===== src/hw/rtl/rbt_pkg.sv =====
// Package with the shared types and codes of the retry backoff table.
`default_nettype none
package rbt_pkg;

  // Operation codes of an input item.
  localparam logic [1:0] OP_START  = 2'd0;
  localparam logic [1:0] OP_CANCEL = 2'd1;
  localparam logic [1:0] OP_TICK   = 2'd2;
  localparam logic [1:0] OP_CLEAR  = 2'd3;

  // Kinds of a result item.
  localparam logic [1:0] KIND_STARTED = 2'd0;
  localparam logic [1:0] KIND_DONE    = 2'd1;
  localparam logic [1:0] KIND_CANCEL  = 2'd2;
  localparam logic [1:0] KIND_PASS    = 2'd3;

  // Configuration register indexes.
  localparam logic [1:0] CFG_MAX_RETRIES = 2'd0;
  localparam logic [1:0] CFG_INIT_DELAY  = 2'd1;
  localparam logic [1:0] CFG_MAX_DELAY   = 2'd2;
  localparam logic [1:0] CFG_TIMEOUT     = 2'd3;

  // Reset values of the configuration registers.
  localparam logic [7:0]  RST_MAX_RETRIES = 8'd3;
  localparam logic [31:0] RST_INIT_DELAY  = 32'd1000;
  localparam logic [31:0] RST_MAX_DELAY   = 32'd30000;
  localparam logic [31:0] RST_TIMEOUT     = 32'd60000;

  // One row of the entry memory.
  typedef struct packed {
    logic [31:0] id;
    logic [31:0] start;
    logic [31:0] due;
    logic [7:0]  tries;
  } row_t;

  // One result item without its per-item fields.
  typedef struct packed {
    logic [1:0]  kind;
    logic [31:0] id;
    logic        success;
    logic        flag;
  } res_t;

  // Sequencer states.
  typedef enum logic [3:0] {
    ST_IDLE,
    ST_OKSTART,
    ST_SCAN,
    ST_SETTLE,
    ST_DECIDE,
    ST_PROC,
    ST_WRITE,
    ST_FINAL,
    ST_EMIT
  } state_t;

endpackage
`default_nettype wire


===== src/hw/rtl/rbt_in_if.sv =====
// Input channel of the retry backoff table.
`default_nettype none
interface rbt_in_if;
  logic        valid;
  logic        ready;
  logic [1:0]  operation;
  logic [31:0] now_ms;
  logic [31:0] target_id;
  logic        first_try_ok;
  logic [7:0]  attempt_ok;

  modport source(output valid, operation, now_ms, target_id, first_try_ok, attempt_ok,
                 input ready);
  modport sink(input valid, operation, now_ms, target_id, first_try_ok, attempt_ok,
               output ready);
endinterface
`default_nettype wire


===== src/hw/rtl/rbt_out_if.sv =====
// Result channel of the retry backoff table.
`default_nettype none
interface rbt_out_if;
  logic        valid;
  logic        ready;
  logic [1:0]  kind;
  logic [31:0] result_id;
  logic        success;
  logic        flag;
  logic [3:0]  active_count;
  logic        last;

  modport source(output valid, kind, result_id, success, flag, active_count, last,
                 input ready);
  modport sink(input valid, kind, result_id, success, flag, active_count, last,
               output ready);
endinterface
`default_nettype wire


===== src/hw/rtl/rbt_entry_mem.sv =====
// Entry memory: one write port and one registered read port.
`default_nettype none
module rbt_entry_mem #(
  parameter int SLOTS = 8
) (
  input  wire logic                                  clk,
  input  wire logic                                  we,
  input  wire logic [(SLOTS > 1 ? $clog2(SLOTS) : 1)-1:0] waddr,
  input  wire rbt_pkg::row_t                         wdata,
  input  wire logic [(SLOTS > 1 ? $clog2(SLOTS) : 1)-1:0] raddr,
  output rbt_pkg::row_t                              rdata
);

  rbt_pkg::row_t mem [SLOTS];

  // Write port.
  always_ff @(posedge clk) begin
    if (we) begin
      mem[waddr] <= wdata;
    end
  end

  // Read port, registered: the row appears in the cycle after its address.
  always_ff @(posedge clk) begin
    rdata <= mem[raddr];
  end

endmodule
`default_nettype wire


===== src/hw/rtl/rbt_backoff.sv =====
// Backoff delay unit: initial delay with no retries, doubled per retry and capped at the maximum.
`default_nettype none
module rbt_backoff (
  input  wire logic        clk,
  input  wire logic [7:0]  tries,
  input  wire logic [31:0] initial_delay,
  input  wire logic [31:0] max_delay,
  output logic [31:0]      delay
);

  logic [31:0] delay_next;
  logic [31:0] cap_shifted;

  // The doubled delay exceeds the cap exactly when the initial delay is above
  // the cap shifted down by the same amount.
  assign cap_shifted = max_delay >> tries[4:0];

  always_comb begin
    if (tries == 8'd0) begin
      delay_next = initial_delay;
    end else if (initial_delay == 32'd0) begin
      delay_next = 32'd0;
    end else if (tries[7:5] != 3'd0) begin
      delay_next = max_delay;
    end else if (initial_delay > cap_shifted) begin
      delay_next = max_delay;
    end else begin
      delay_next = initial_delay << tries[4:0];
    end
  end

  always_ff @(posedge clk) begin
    delay <= delay_next;
  end

endmodule
`default_nettype wire


===== src/hw/rtl/rbt_result_buf.sv =====
// Result buffer: collects the results of one item, then sends them in order.
`default_nettype none
module rbt_result_buf #(
  parameter int SLOTS = 8
) (
  input  wire logic          clk,
  input  wire logic          rst,
  input  wire logic          push,
  input  wire rbt_pkg::res_t push_item,
  input  wire logic          go,
  input  wire logic [3:0]    count4,
  output logic               done,
  rbt_out_if.source          res
);

  localparam int DEPTH = SLOTS + 1;
  localparam int PW    = $clog2(DEPTH);
  localparam int CW    = $clog2(DEPTH + 1);

  rbt_pkg::res_t items [DEPTH];
  logic [CW-1:0] wr_ptr;
  logic [CW-1:0] rd_ptr;
  logic          emitting;
  logic          is_last;
  rbt_pkg::res_t head;

  assign is_last = (CW'(rd_ptr + 1'b1) == wr_ptr);
  assign head    = items[rd_ptr[PW-1:0]];
  assign done    = !emitting;

  // Result storage.
  always_ff @(posedge clk) begin
    if (push) begin
      items[wr_ptr[PW-1:0]] <= push_item;
    end
  end

  // Pointers and send phase.
  always_ff @(posedge clk) begin
    if (rst) begin
      wr_ptr   <= '0;
      rd_ptr   <= '0;
      emitting <= 1'b0;
    end else begin
      if (push) begin
        wr_ptr <= CW'(wr_ptr + 1'b1);
      end
      if (go) begin
        emitting <= 1'b1;
      end
      if (emitting && res.ready) begin
        if (is_last) begin
          emitting <= 1'b0;
          wr_ptr   <= '0;
          rd_ptr   <= '0;
        end else begin
          rd_ptr <= CW'(rd_ptr + 1'b1);
        end
      end
    end
  end

  // Output fields.
  assign res.valid        = emitting;
  assign res.kind         = head.kind;
  assign res.result_id    = head.id;
  assign res.success      = head.success;
  assign res.flag         = head.flag;
  assign res.active_count = count4;
  assign res.last         = is_last;

endmodule
`default_nettype wire


===== src/hw/rtl/retry_backoff_table_unit.sv =====
// Top level of the retry backoff table: sequencer, configuration and state.
// The table keeps up to SLOTS pending operations in an entry memory with one
// read port, with the valid bits in flip-flops, so no clearing pass follows
// reset. One item is worked at a time. A start whose first try succeeds skips
// the memory scan. A failed start or a cancel scans the memory once for a
// matching id. A tick or a clear walks the entries in ascending id order; each
// step is a full scan of the memory for the next larger id, as the entry
// memory has a single read port, and a rescheduled entry adds a write-back
// step. The results of an item are sent after it has been worked.
`default_nettype none
module retry_backoff_table_unit #(
  parameter int SLOTS = 8
) (
  input  wire logic        clk,
  input  wire logic        rst,
  input  wire logic        cfg_write,
  input  wire logic [1:0]  cfg_index,
  input  wire logic [31:0] cfg_data,
  rbt_in_if.sink           cmd,
  rbt_out_if.source        res
);

  localparam int AW = (SLOTS > 1) ? $clog2(SLOTS) : 1;
  localparam int CW = $clog2(SLOTS + 1);

  rbt_pkg::state_t state;
  rbt_pkg::state_t state_next;

  // Latched item.
  logic [1:0]  op;
  logic [31:0] now;
  logic [31:0] tgt;
  logic [7:0]  mask;

  // Configuration.
  logic [7:0]  max_retries;
  logic [31:0] init_delay;
  logic [31:0] max_delay;
  logic [31:0] timeout;

  // Table control state.
  logic [SLOTS-1:0] valid;
  logic [CW-1:0]    count;
  logic [31:0]      next_id;

  // Scan state.
  logic [AW-1:0] scan_addr;
  logic          cmp_pend;
  logic [AW-1:0] cmp_slot;
  logic          found;
  logic [AW-1:0] found_slot;
  logic          have_best;
  rbt_pkg::row_t best_row;
  logic [AW-1:0] best_slot;
  logic          have_last;
  logic [31:0]   last_id;
  logic [CW-1:0] rank;
  logic [7:0]    resched_tries;
  rbt_pkg::res_t final_item;
  rbt_pkg::res_t final_next;

  // Memory and unit connections.
  logic          mem_we;
  logic [AW-1:0] mem_waddr;
  rbt_pkg::row_t mem_wdata;
  rbt_pkg::row_t mem_rdata;
  logic [31:0]   bo_delay;
  logic          push;
  rbt_pkg::res_t push_item;
  logic          go;
  logic          buf_done;
  logic [3:0]    count4;
  logic [31:0]   count_wide;

  // Table updates decided by the sequencer.
  logic          ins_en;
  logic          ins_new;
  logic [AW-1:0] ins_slot;
  logic          rem_en;
  logic [AW-1:0] rem_slot;
  logic          take_id;
  logic          resched;
  logic          final_load;

  // Free slot search over the valid bits.
  logic          any_free;
  logic [AW-1:0] free_slot;

  always_comb begin
    any_free  = 1'b0;
    free_slot = '0;
    for (int s = SLOTS - 1; s >= 0; s--) begin
      if (!valid[s]) begin
        any_free  = 1'b1;
        free_slot = AW'(s);
      end
    end
  end

  // Per-entry decision of a tick.
  logic [31:0] age;
  logic [31:0] since_due;
  logic        timed_out;
  logic        is_due;
  logic        try_ok;
  logic [7:0]  tries_new;

  assign age       = now - best_row.start;
  assign since_due = now - best_row.due;
  assign timed_out = age > timeout;
  assign is_due    = !since_due[31];
  assign try_ok    = (32'(rank) < 32'd8) ? mask[3'(rank)] : 1'b0;
  assign tries_new = (best_row.tries == 8'hFF) ? best_row.tries : best_row.tries + 8'd1;

  assign count_wide = 32'(count);
  assign count4     = count_wide[3:0];

  rbt_entry_mem #(.SLOTS(SLOTS)) u_mem (
    .clk  (clk),
    .we   (mem_we),
    .waddr(mem_waddr),
    .wdata(mem_wdata),
    .raddr(scan_addr),
    .rdata(mem_rdata)
  );

  rbt_backoff u_backoff (
    .clk          (clk),
    .tries        (tries_new),
    .initial_delay(init_delay),
    .max_delay    (max_delay),
    .delay        (bo_delay)
  );

  rbt_result_buf #(.SLOTS(SLOTS)) u_buf (
    .clk      (clk),
    .rst      (rst),
    .push     (push),
    .push_item(push_item),
    .go       (go),
    .count4   (count4),
    .done     (buf_done),
    .res      (res)
  );

  assign cmd.ready = (state == rbt_pkg::ST_IDLE);

  // Next state.
  always_comb begin
    state_next = state;
    unique case (state)
      rbt_pkg::ST_IDLE: begin
        if (cmd.valid) begin
          if (cmd.operation == rbt_pkg::OP_START && cmd.first_try_ok) begin
            state_next = rbt_pkg::ST_OKSTART;
          end else begin
            state_next = rbt_pkg::ST_SCAN;
          end
        end
      end
      rbt_pkg::ST_OKSTART: state_next = rbt_pkg::ST_FINAL;
      rbt_pkg::ST_SCAN: begin
        if (scan_addr == AW'(SLOTS - 1)) begin
          state_next = rbt_pkg::ST_SETTLE;
        end
      end
      rbt_pkg::ST_SETTLE: state_next = rbt_pkg::ST_DECIDE;
      rbt_pkg::ST_DECIDE: begin
        if ((op == rbt_pkg::OP_TICK || op == rbt_pkg::OP_CLEAR) && have_best) begin
          state_next = rbt_pkg::ST_PROC;
        end else begin
          state_next = rbt_pkg::ST_FINAL;
        end
      end
      rbt_pkg::ST_PROC: state_next = resched ? rbt_pkg::ST_WRITE : rbt_pkg::ST_SCAN;
      rbt_pkg::ST_WRITE: state_next = rbt_pkg::ST_SCAN;
      rbt_pkg::ST_FINAL: state_next = rbt_pkg::ST_EMIT;
      rbt_pkg::ST_EMIT: begin
        if (buf_done) begin
          state_next = rbt_pkg::ST_IDLE;
        end
      end
      default: state_next = rbt_pkg::ST_IDLE;
    endcase
  end

  // Sequencer outputs.
  always_comb begin
    mem_we     = 1'b0;
    mem_waddr  = best_slot;
    mem_wdata  = '{id: best_row.id, start: best_row.start, due: now + bo_delay,
                   tries: resched_tries};
    push       = 1'b0;
    push_item  = '{kind: rbt_pkg::KIND_DONE, id: best_row.id, success: 1'b0, flag: 1'b0};
    go         = 1'b0;
    ins_en     = 1'b0;
    ins_new    = 1'b0;
    ins_slot   = found ? found_slot : free_slot;
    rem_en     = 1'b0;
    rem_slot   = best_slot;
    take_id    = 1'b0;
    resched    = 1'b0;
    final_load = 1'b0;
    final_next = '{kind: rbt_pkg::KIND_PASS, id: 32'd0, success: 1'b0, flag: 1'b0};
    unique case (state)
      rbt_pkg::ST_OKSTART: begin
        push       = 1'b1;
        push_item  = '{kind: rbt_pkg::KIND_DONE, id: next_id, success: 1'b1, flag: 1'b0};
        take_id    = 1'b1;
        final_load = 1'b1;
        final_next = '{kind: rbt_pkg::KIND_STARTED, id: next_id, success: 1'b0, flag: 1'b1};
      end
      rbt_pkg::ST_DECIDE: begin
        final_load = 1'b1;
        case (op)
          rbt_pkg::OP_START: begin
            if (found || any_free) begin
              mem_we     = 1'b1;
              mem_waddr  = ins_slot;
              mem_wdata  = '{id: next_id, start: now, due: now + init_delay, tries: 8'd0};
              ins_en     = 1'b1;
              ins_new    = !found;
              take_id    = 1'b1;
              final_next = '{kind: rbt_pkg::KIND_STARTED, id: next_id, success: 1'b0,
                             flag: 1'b1};
            end else begin
              final_next = '{kind: rbt_pkg::KIND_STARTED, id: 32'd0, success: 1'b0,
                             flag: 1'b0};
            end
          end
          rbt_pkg::OP_CANCEL: begin
            if (found) begin
              push       = 1'b1;
              push_item  = '{kind: rbt_pkg::KIND_DONE, id: tgt, success: 1'b0, flag: 1'b0};
              rem_en     = 1'b1;
              rem_slot   = found_slot;
            end
            final_next = '{kind: rbt_pkg::KIND_CANCEL, id: tgt, success: 1'b0, flag: found};
          end
          default: begin
            final_load = !have_best;
          end
        endcase
      end
      rbt_pkg::ST_PROC: begin
        if (op == rbt_pkg::OP_CLEAR || timed_out) begin
          push   = 1'b1;
          rem_en = 1'b1;
        end else if (is_due) begin
          if (try_ok) begin
            push      = 1'b1;
            push_item = '{kind: rbt_pkg::KIND_DONE, id: best_row.id, success: 1'b1,
                          flag: 1'b0};
            rem_en    = 1'b1;
          end else if (tries_new >= max_retries) begin
            push   = 1'b1;
            rem_en = 1'b1;
          end else begin
            resched = 1'b1;
          end
        end
      end
      rbt_pkg::ST_WRITE: begin
        mem_we = 1'b1;
      end
      rbt_pkg::ST_FINAL: begin
        push      = 1'b1;
        push_item = final_item;
        go        = 1'b1;
      end
      default: begin
      end
    endcase
  end

  // State register.
  always_ff @(posedge clk) begin
    if (rst) begin
      state <= rbt_pkg::ST_IDLE;
    end else begin
      state <= state_next;
    end
  end

  // Configuration registers.
  always_ff @(posedge clk) begin
    if (rst) begin
      max_retries <= rbt_pkg::RST_MAX_RETRIES;
      init_delay  <= rbt_pkg::RST_INIT_DELAY;
      max_delay   <= rbt_pkg::RST_MAX_DELAY;
      timeout     <= rbt_pkg::RST_TIMEOUT;
    end else if (cfg_write) begin
      case (cfg_index)
        rbt_pkg::CFG_MAX_RETRIES: max_retries <= cfg_data[7:0];
        rbt_pkg::CFG_INIT_DELAY:  init_delay  <= cfg_data;
        rbt_pkg::CFG_MAX_DELAY:   max_delay   <= cfg_data;
        rbt_pkg::CFG_TIMEOUT:     timeout     <= cfg_data;
        default: begin
        end
      endcase
    end
  end

  // Valid bits, pending count and id counter.
  always_ff @(posedge clk) begin
    if (rst) begin
      valid   <= '0;
      count   <= '0;
      next_id <= 32'd1;
    end else begin
      if (ins_en) begin
        valid[ins_slot] <= 1'b1;
      end
      if (rem_en) begin
        valid[rem_slot] <= 1'b0;
      end
      if (ins_en && ins_new) begin
        count <= CW'(count + 1'b1);
      end else if (rem_en) begin
        count <= CW'(count - 1'b1);
      end
      if (take_id) begin
        next_id <= next_id + 32'd1;
      end
    end
  end

  // Item capture, scan bookkeeping and the ordered walk.
  always_ff @(posedge clk) begin
    if (rst) begin
      cmp_pend  <= 1'b0;
      scan_addr <= '0;
      found     <= 1'b0;
      have_best <= 1'b0;
      have_last <= 1'b0;
      rank      <= '0;
    end else begin
      if (state == rbt_pkg::ST_IDLE && cmd.valid) begin
        op        <= cmd.operation;
        now       <= cmd.now_ms;
        tgt       <= cmd.target_id;
        mask      <= cmd.attempt_ok;
        scan_addr <= '0;
        cmp_pend  <= 1'b0;
        found     <= 1'b0;
        have_best <= 1'b0;
        have_last <= 1'b0;
        rank      <= '0;
      end
      // Issue one read per cycle across the memory.
      if (state == rbt_pkg::ST_SCAN) begin
        cmp_pend <= 1'b1;
        cmp_slot <= scan_addr;
        if (scan_addr != AW'(SLOTS - 1)) begin
          scan_addr <= AW'(scan_addr + 1'b1);
        end
      end else if (state == rbt_pkg::ST_SETTLE) begin
        cmp_pend <= 1'b0;
      end
      // Compare the row read in the previous cycle.
      if (cmp_pend && valid[cmp_slot]) begin
        if (op == rbt_pkg::OP_START || op == rbt_pkg::OP_CANCEL) begin
          if (!found && mem_rdata.id == ((op == rbt_pkg::OP_START) ? next_id : tgt)) begin
            found      <= 1'b1;
            found_slot <= cmp_slot;
          end
        end else if ((!have_last || mem_rdata.id > last_id) &&
                     (!have_best || mem_rdata.id < best_row.id)) begin
          have_best <= 1'b1;
          best_row  <= mem_rdata;
          best_slot <= cmp_slot;
        end
      end
      // After an entry is handled, restart the scan for the next larger id.
      if (state == rbt_pkg::ST_PROC) begin
        resched_tries <= tries_new;
        last_id       <= best_row.id;
        have_last     <= 1'b1;
        have_best     <= 1'b0;
        rank          <= CW'(rank + 1'b1);
        scan_addr     <= '0;
        cmp_pend      <= 1'b0;
      end
    end
  end

  // Final result of the item.
  always_ff @(posedge clk) begin
    if (final_load) begin
      final_item <= final_next;
    end
  end

  // The pending count always matches the valid bits.
  a_count_matches: assert property (@(posedge clk) disable iff (rst)
    count_wide == $countones(valid))
    else $error("pending count differs from valid bits");

  // The entry memory is written only when an entry is stored or rescheduled.
  a_mem_write_state: assert property (@(posedge clk) disable iff (rst)
    mem_we |-> (state == rbt_pkg::ST_DECIDE || state == rbt_pkg::ST_WRITE))
    else $error("entry memory written outside store states");

  // Results go out only after the whole item has been worked.
  a_send_after_work: assert property (@(posedge clk) disable iff (rst)
    res.valid |-> (state == rbt_pkg::ST_EMIT))
    else $error("result offered before the item is finished");

  // A rescheduled entry is written back in the next cycle.
  a_resched_write: assert property (@(posedge clk) disable iff (rst)
    (state == rbt_pkg::ST_PROC && resched) |=> mem_we)
    else $error("rescheduled entry not written back");

endmodule
`default_nettype wire

===== src/flat_wrapper.sv =====
// flat-port wrapper written by rule: the top's interface ports become plain ports
module retry_backoff_table_unit_flat 
#(
  parameter int SLOTS = 8
)
  (clk, rst, cfg_write, cfg_index, cfg_data, cmd_valid, cmd_operation, cmd_now_ms, cmd_target_id, cmd_first_try_ok, cmd_attempt_ok, cmd_ready, res_valid, res_kind, res_result_id, res_success, res_flag, res_active_count, res_last, res_ready);
  rbt_in_if cmd_i ();
  rbt_out_if res_i ();
  input  wire logic clk;
  input  wire logic rst;
  input  wire logic cfg_write;
  input  wire logic [1:0] cfg_index;
  input  wire logic [31:0] cfg_data;
  input wire logic [$bits(cmd_i.valid)-1:0] cmd_valid;
  input wire logic [$bits(cmd_i.operation)-1:0] cmd_operation;
  input wire logic [$bits(cmd_i.now_ms)-1:0] cmd_now_ms;
  input wire logic [$bits(cmd_i.target_id)-1:0] cmd_target_id;
  input wire logic [$bits(cmd_i.first_try_ok)-1:0] cmd_first_try_ok;
  input wire logic [$bits(cmd_i.attempt_ok)-1:0] cmd_attempt_ok;
  output wire logic [$bits(cmd_i.ready)-1:0] cmd_ready;
  output wire logic [$bits(res_i.valid)-1:0] res_valid;
  output wire logic [$bits(res_i.kind)-1:0] res_kind;
  output wire logic [$bits(res_i.result_id)-1:0] res_result_id;
  output wire logic [$bits(res_i.success)-1:0] res_success;
  output wire logic [$bits(res_i.flag)-1:0] res_flag;
  output wire logic [$bits(res_i.active_count)-1:0] res_active_count;
  output wire logic [$bits(res_i.last)-1:0] res_last;
  input wire logic [$bits(res_i.ready)-1:0] res_ready;
  assign cmd_i.valid = cmd_valid;
  assign cmd_i.operation = cmd_operation;
  assign cmd_i.now_ms = cmd_now_ms;
  assign cmd_i.target_id = cmd_target_id;
  assign cmd_i.first_try_ok = cmd_first_try_ok;
  assign cmd_i.attempt_ok = cmd_attempt_ok;
  assign cmd_ready = cmd_i.ready;
  assign res_valid = res_i.valid;
  assign res_kind = res_i.kind;
  assign res_result_id = res_i.result_id;
  assign res_success = res_i.success;
  assign res_flag = res_i.flag;
  assign res_active_count = res_i.active_count;
  assign res_last = res_i.last;
  assign res_i.ready = res_ready;
  retry_backoff_table_unit #(.SLOTS(SLOTS)) u_core (.clk(clk), .rst(rst), .cfg_write(cfg_write), .cfg_index(cfg_index), .cfg_data(cfg_data), .cmd(cmd_i), .res(res_i));
endmodule

===== config.mk =====
export PLATFORM = sky130hd
export DESIGN_NAME = retry_backoff_table_unit_flat
export DESIGN_NICKNAME = d
export VERILOG_FILES = /design/src/hw/rtl/rbt_pkg.sv /design/src/hw/rtl/rbt_in_if.sv /design/src/hw/rtl/rbt_out_if.sv /design/src/hw/rtl/rbt_entry_mem.sv /design/src/hw/rtl/rbt_backoff.sv /design/src/hw/rtl/rbt_result_buf.sv /design/src/hw/rtl/retry_backoff_table_unit.sv /design/src/flat_wrapper.sv
export SDC_FILE = /design/constraint.sdc
export NUM_CORES = 2
export LEC_CHECK = 0
export BUFFER_PORTS_ARGS = -buffer_cell sky130_fd_sc_hd__buf_2
export CAP_MARGIN = 20
export CORE_AREA = 2 2 399 401
export CTS_CLUSTER_SIZE = 30
export DETAILED_ROUTE_END_ITERATION = 10
export DIE_AREA = 0 0 401 403
export HOLD_SLACK_MARGIN = 0.1
export PLACE_DENSITY = 0.66
export SETUP_SLACK_MARGIN = 0.1
export SLEW_MARGIN = 20
export SYNTH_ARGS = -nofsm -noshare
export SYNTH_HDL_FRONTEND = slang
export SYNTH_HIERARCHICAL = 1
export SYNTH_SLANG_ARGS = --single-unit

===== constraint.sdc =====
create_clock -name clk -period 26.4 [get_ports clk]
set_clock_uncertainty 0.15 [all_clocks]
set_input_delay 1.32 -clock clk [delete_from_list [all_inputs] [get_ports clk]]
set_output_delay 1.32 -clock clk [all_outputs]
set_load 0.005 [all_outputs]

### Yosys cells after proc, flatten, opt, wreduce, memory -nomap -nowiden

Memories as Yosys holds them, arrays and structs flattened. A register that Yosys moved wholly into a read port is not among the register bits.
Cells that the tools add are included.

* reduce and logical (&&, ||, !) cells: 42
* multipliers: 0
* bitwise operators: 5
* add/sub/neg operators: 12
* div/mod/pow operators: 0
* shifts and indexed selects: 2
* mux-type cells: 116
* equal/unequal tests: 22
* order comparisons: 12

Operator list (count)
* 104-bit 2-to-1 mux: 3
* 32-bit 2-to-1 mux: 5
* 36-bit case mux with 2 select lines: 2
* 36-bit case mux with 4 select lines: 1
* 34-bit 2-to-1 mux: 3
* 32-bit > comparator: 3
* 32-bit adder: 2
* 32-bit subtractor: 2
* 3-bit 2-to-1 mux: 19
* 4-bit 2-to-1 mux: 13
* 1-bit 2-to-1 mux: 51
* 4-bit case mux with 9 select lines: 1
* 32-bit by 1-bit adder with 32-bit output, second input constant: 1
* 32-bit == test: 1
* 32-bit logical NOT: 1
* 32-bit less-than comparator: 1
* 8-bit 2-to-1 mux: 4
* 32-bit by 5-bit << shifter with 32-bit output: 1
* 32-bit by 5-bit right shift with 32-bit output: 1
* 4-bit by 1-bit adder with 4-bit output, second input constant: 4
* 4-bit by 3-bit == test with 1-bit output, second input constant: 4
* 3-bit by 4-bit less-than comparator with 1-bit output, second input constant: 4
* 2-bit AND reduction: 7
* 1-bit logical AND: 10
* other kinds (36): 67

* bits in registers: 467
* bits in latches: 0
* memories: 2
* word-level logic and storage cells: 248
* input bits: 114
* bits in writable memories: 1156
* bits in read-only memories: 0

Memory list
* u_core.u_mem.mem: depth 8, bits a word 104, rd ports 1, clocked after Yosys merged registers in 1, write ports 1, line rbt_entry_mem.sv:14 `rbt_pkg::row_t mem [SLOTS];`
* u_core.u_buf.items: depth 9, bits a word 36, rd ports 1, clocked after Yosys merged registers in 1, write ports 1, line rbt_result_buf.sv:20 `rbt_pkg::res_t items [DEPTH];`

### Depth between registers and ports, before layout

* depth after elaboration: 18
* mapped depth: 25
* gate-level depth less buffers: 24

### By module

Netlist, hierarchy kept.

By module, submodules not included
* rbt_entry_mem: area an instance 33759.9 µm², seq. area each 27066.0 µm², times used 1, cells an instance 1319
* retry_backoff_table_unit: area an instance 25692.1 µm², seq. area each 11130.7 µm², times used 1, cells an instance 2746
* rbt_result_buf: area an instance 13156.4 µm², seq. area each 9989.6 µm², times used 1, cells an instance 732
* rbt_backoff: area an instance 5549.1 µm², seq. area each 640.6 µm², times used 1, cells an instance 650

### Worst setup path before layout

OpenSTA, ideal clock, no wires.

* path kind: input-to-reg
* from: in rst
* to: reg u_core/best_row[0] in the netlist's numbering, enable pin
* path buffers: 1
* stages on the path: 3
* required time: 25.414 ns
* slack: 13.299 ns
* arrival: 12.115 ns
* setup time: 0.836 ns
* cells stage by stage: clkbuf_1 -> or2_2 -> nor4_1

* longest elaborated chain between the ends: 2

RTL lines
* start: declaration: line flat_wrapper.sv:10 `input wire logic rst;`
* 1-bit inverter (no line)
* 4-bit AND reduction (no line)
* end signal: assignment: line retry_backoff_table_unit.sv:370 `best_row <= mem_rdata;`
* end: declaration: line retry_backoff_table_unit.sv:53 `rbt_pkg::row_t best_row;`

Every way passes these cells.
A chain may end at the register's enable or synchronous reset.

### Worst setup path in the final report

* from: reg u_core.now[14]
* to: mem u_core/u_buf/items[6][28] in the netlist's numbering, enable pin

* longest elaborated chain between the ends: 7
* elaborated cells on any way between the ends: 9
* classes of those cells: add/sub: 2; order compare: 1; mux: 5; reduce/logical: 1

RTL lines
* start: declaration: line retry_backoff_table_unit.sv:31 `logic [31:0] now;`
* start signal: assignment: line retry_backoff_table_unit.sv:340 `now <= cmd.now_ms;`
* 32-bit subtractor: line retry_backoff_table_unit.sv:108 `assign age = now - best_row.start;`
* 32-bit > comparator: line retry_backoff_table_unit.sv:110 `assign timed_out = age > timeout;`
* 1-bit logical OR: line retry_backoff_table_unit.sv:246 `if (op == rbt_pkg::OP_CLEAR || timed_out) begin`
* 1-bit 2-to-1 mux (*): line retry_backoff_table_unit.sv:246
* 1-bit case mux with 3 select lines (*): line retry_backoff_table_unit.sv:205 `unique case (state)`
* via u_core.push: line retry_backoff_table_unit.sv:68 `logic push;`
* 1-bit 2-to-1 mux (*): line rbt_result_buf.sv:33 `if (push) begin`
* 1-bit 2-to-1 mux (implied by the code) (*): line rbt_result_buf.sv:34 `items[wr_ptr[PW-1:0]] <= push_item;`
* end: declaration: line rbt_result_buf.sv:20

The timed path passes the listed nets; every way through them passes the cells marked *.

==> run metrics <==
vias=47,580; Pleak=30.32 nW; Iter 0 DRT Violations=5,083; total wire length=208,100 µm; area leader, netlist=edfxtp_1; Die Y=403 µm; hold buffers post-CTS=0; remaining global-route overflow=0; CTS tree=done; Resized Gates After CTS=0; Max VDD drop=0.06787 mV; commonest register cell after synthesis=edfxtp_1; Final #Nets=5,977; Hold Crit Class=reg -> reg; Pwr per Cell Area=71.99 mW/mm²; worst-path cell chain=ha_1 -> a2111oi_0 -> nand2_1 -> o31ai_1 -> a21oi_1 -> or2_2 -> a21oi_1 -> xnor2_1 -> ha_1 -> nand4_1 -> a21oi_1 -> a2111oi_0 -> o211ai_1 -> o211ai_1 -> nand3_1 -> or4_1 -> nor2b_1 -> and3_2; share of post-route cells with drive strength above 1=17.97%; post-synthesis sequential area ratio=62.47%; top cells by area, synth=edfxtp_1 54%, dfxtp_1 8.0%, mux4_2 7.3%; worst reg2reg startpoint=u_core/now[14]; cell count after synthesis=5,447; initial antenna violation count=8; clk sinks=1,730; Post-synth EDFFs=1,418; slowest CP cell=a2111oi_0; Final ANT Viol Nets=0; most used cell, CP=a21oi_1; final hold violation count=0; drt wl/cell=26.63 µm; Arr. time, crit path=7610 ps; clock-pin slew on the worst setup and hold paths=60 ps; setup bufs post-CTS=0; overall routing resource usage=25.46%; clock buffer depth=3; routability cong.=0.9289; fill count=12,600; port bufs=156; worst stage delay on the critical path=840 ps; Critical path buffers and inverters=0; Worst Hold Launch=u_core/u_mem/rdata[69]; # Max-Cap Violations=0; Max Fclk=135.8 MHz; DIE WIDTH=401 µm; clk_lat worst skew=810 ps; Avg Cell Area, Syn=14.35 µm²; setup violators final=0; setup tns final=0 ps; distinct cell type count after synthesis=101; Min Clock Period, post-route=7365 ps; average via count per standard cell=6.089; residual DRC count=0; ys async rst share=0%; area grow syn2layout=11.11%; H-Tree Depth=4; Ports=157; Crit. Startpoint=u_core/now[14]; largest delay contributor family on the critical path=compound AO/OA/AOI/OAI gates; worst slew pin tran=1120 ps; CP Data Required Time=26,640 ps; number of synthesized register bits=1,730; status=finished clean; RSZ-0062 raised after global routing=no; CP Class=reg -> reg; largest net degree at the start of global routing=105; Pre-antenna DRT Iters=7; top cell type's share of synthesized area=54.48%; fin. max-slew vios=0; CP Capture Type=flip-flop; Tcrit/Tclk final=27.90%; root buf cell=clkbuf_16; worst-path fanout max=36; crit path launch type=flip-flop; Max-slew headroom=24.54%; CTS Buf Count=175; dpl hpwl=132,700 µm; Final Power=6.252 mW; yosys warns=6; first-pass GRT wire length=306,300 µm; Initial Utilization=49.63%; Post-Route Utilization=55.15%; Core ar.=0.1575 mm²; Syn Nets=5,835; Die ar.=0.1616 mm²; row count=146; ant diodes=0; Mapped Area=0.07816 mm²; vias in the first global route=46,620
[power by group]
| part | total [mW] | switching [mW] | leakage, nW | internal (mW) |
|---|---|---|---|---|
| sequential | 3.14 | 0.0746 | 15.4 | 3.07 |
| clock | 2.49 | 1.07 | 2.85 | 1.43 |
| combinational | 0.617 | 0.364 | 12.1 | 0.253 |
| total | 6.25 | 1.51 | 30.3 | 4.75 |
[layout by cell type, fill, tap and decap left out, drive strengths merged, types with 192 or more instances in the layout]
cell type,count
a21oi,266
buf,245
clkbuf,231
dfxtp,312
edfxtp,1418
ha,270
inv,219
mux4,260
nand2,567
nor2,192
o21ai,213
[cell usage after synthesis (all sizes together) (19+ instances only)]
| master | instances |
|---|---|
| a21oi | 266 |
| mux2 | 189 |
| clkbuf | 160 |
| ha | 270 |
| mux2i | 173 |
| nand3 | 77 |
| nand4 | 41 |
| nor3 | 59 |
| o21a | 34 |
| nor2 | 192 |
| o221ai | 27 |
| a211oi | 30 |
| nand3b | 21 |
| and2 | 23 |
| o21ai | 213 |
| o211ai | 37 |
| xor2 | 51 |
| and3 | 31 |
| or3 | 21 |
| buf | 120 |
| nor2b | 42 |
| a22oi | 32 |
| o31ai | 22 |
| dfxtp | 312 |
| a21o | 85 |
| nand2 | 567 |
| nor4 | 30 |
| a31oi | 19 |
| inv | 210 |
| edfxtp | 1418 |
| a222oi | 32 |
| nand2b | 37 |
| mux4 | 260 |
| xnor2 | 90 |
| a22o | 34 |
| a221o | 22 |
[sequential cells by signal (all words and copies together), names as in the netlist, 8 cells and up, named ones only]
| signal | flops |
|---|---|
| u_core/max_delay | 32 |
| u_core/u_backoff/delay | 32 |
| u_core/valid | 8 |
| u_core/mask | 8 |
| u_core/u_buf/items | 324 |
| u_core/init_delay | 32 |
| u_core/next_id | 32 |
| u_core/timeout | 32 |
| u_core/last_id | 32 |
| u_core/final_item | 35 |
| u_core/u_mem/rdata | 104 |
| u_core/u_mem/mem | 832 |
| u_core/resched_tries | 8 |
| u_core/best_row | 104 |
| u_core/max_retries | 8 |
| u_core/tgt | 32 |
| u_core/now | 32 |
[worst register-to-register path, cell delays in order, from the launching register on]
cell       delay [ps]
edfxtp_1          500
ha_1              400
a2111oi_0         840
nand2_1           130
o31ai_1           560
a21oi_1           180
or2_2             350
a21oi_1           220
xnor2_1           170
ha_1              280
nand4_1           150
a21oi_1            60
a2111oi_0         470
o211ai_1          170
o211ai_1          410
nand3_1           390
or4_1             670
nor2b_1           230
and3_2            600
[path summary, 6_finish.rpt]
kind                                     to  slack [ps]  depth (start not counted)
setup reg to reg  u_core/u_buf/items[6][28]       19030                         18
setup / recovery  u_core/u_buf/items[6][28]       19030                         18
hold / removal          u_core/best_row[69]         240                          0
hold reg to reg         u_core/best_row[69]         240                          0
[kinds of logic after synthesis]
| kind of cell | after synthesis | synth area share (%) |
|---|---|---|
| simple gates | 1196 | 7.124 |
| fa+ha+maj | 274 | 4.425 |
| buf+inv | 491 | 3.016 |
| flops | 1730 | 62.47 |
| mux | 622 | 12.87 |
| compound gates | 993 | 8.501 |
| xor+xnor | 141 | 1.590 |
[stage by stage]
step	hold slack (ps)	instances	instance area, µm²	setup WS [ps]
after global placement	236.6	7483	80990	19160
after detailed placement	238.7	7484	80990	19110
after floorplan	235.5	5447	78160	13300
after CTS	234.7	7814	86830	19080
final	235.7	7814	86840	19030
after global routing	254.9	7814	86840	18580
[metal layers]
layer	vias to the layer above	wire length (µm)	GRT usage (%)
met5	-	26	0
met1	24060	85140	34.03
met4	4	7314	8.931
met3	370	14200	3.819
met2	1861	101400	42.57
li1	21280	-	-
[final cells by class]
type	instances	area (µm²)	area share, %
Sequential cell	1730	48840	56.24
Clock buffer	231	4785	5.510
Timing Repair Buffer	245	1572	1.810
Inverter	211	792.0	0.9120
Clock inverter	99	1050	1.209
Tap cell	2072	2592	2.985
Multi-Input combinational cell	3226	27210	31.33
No activity file was read; power rests on OpenSTA's default activity.
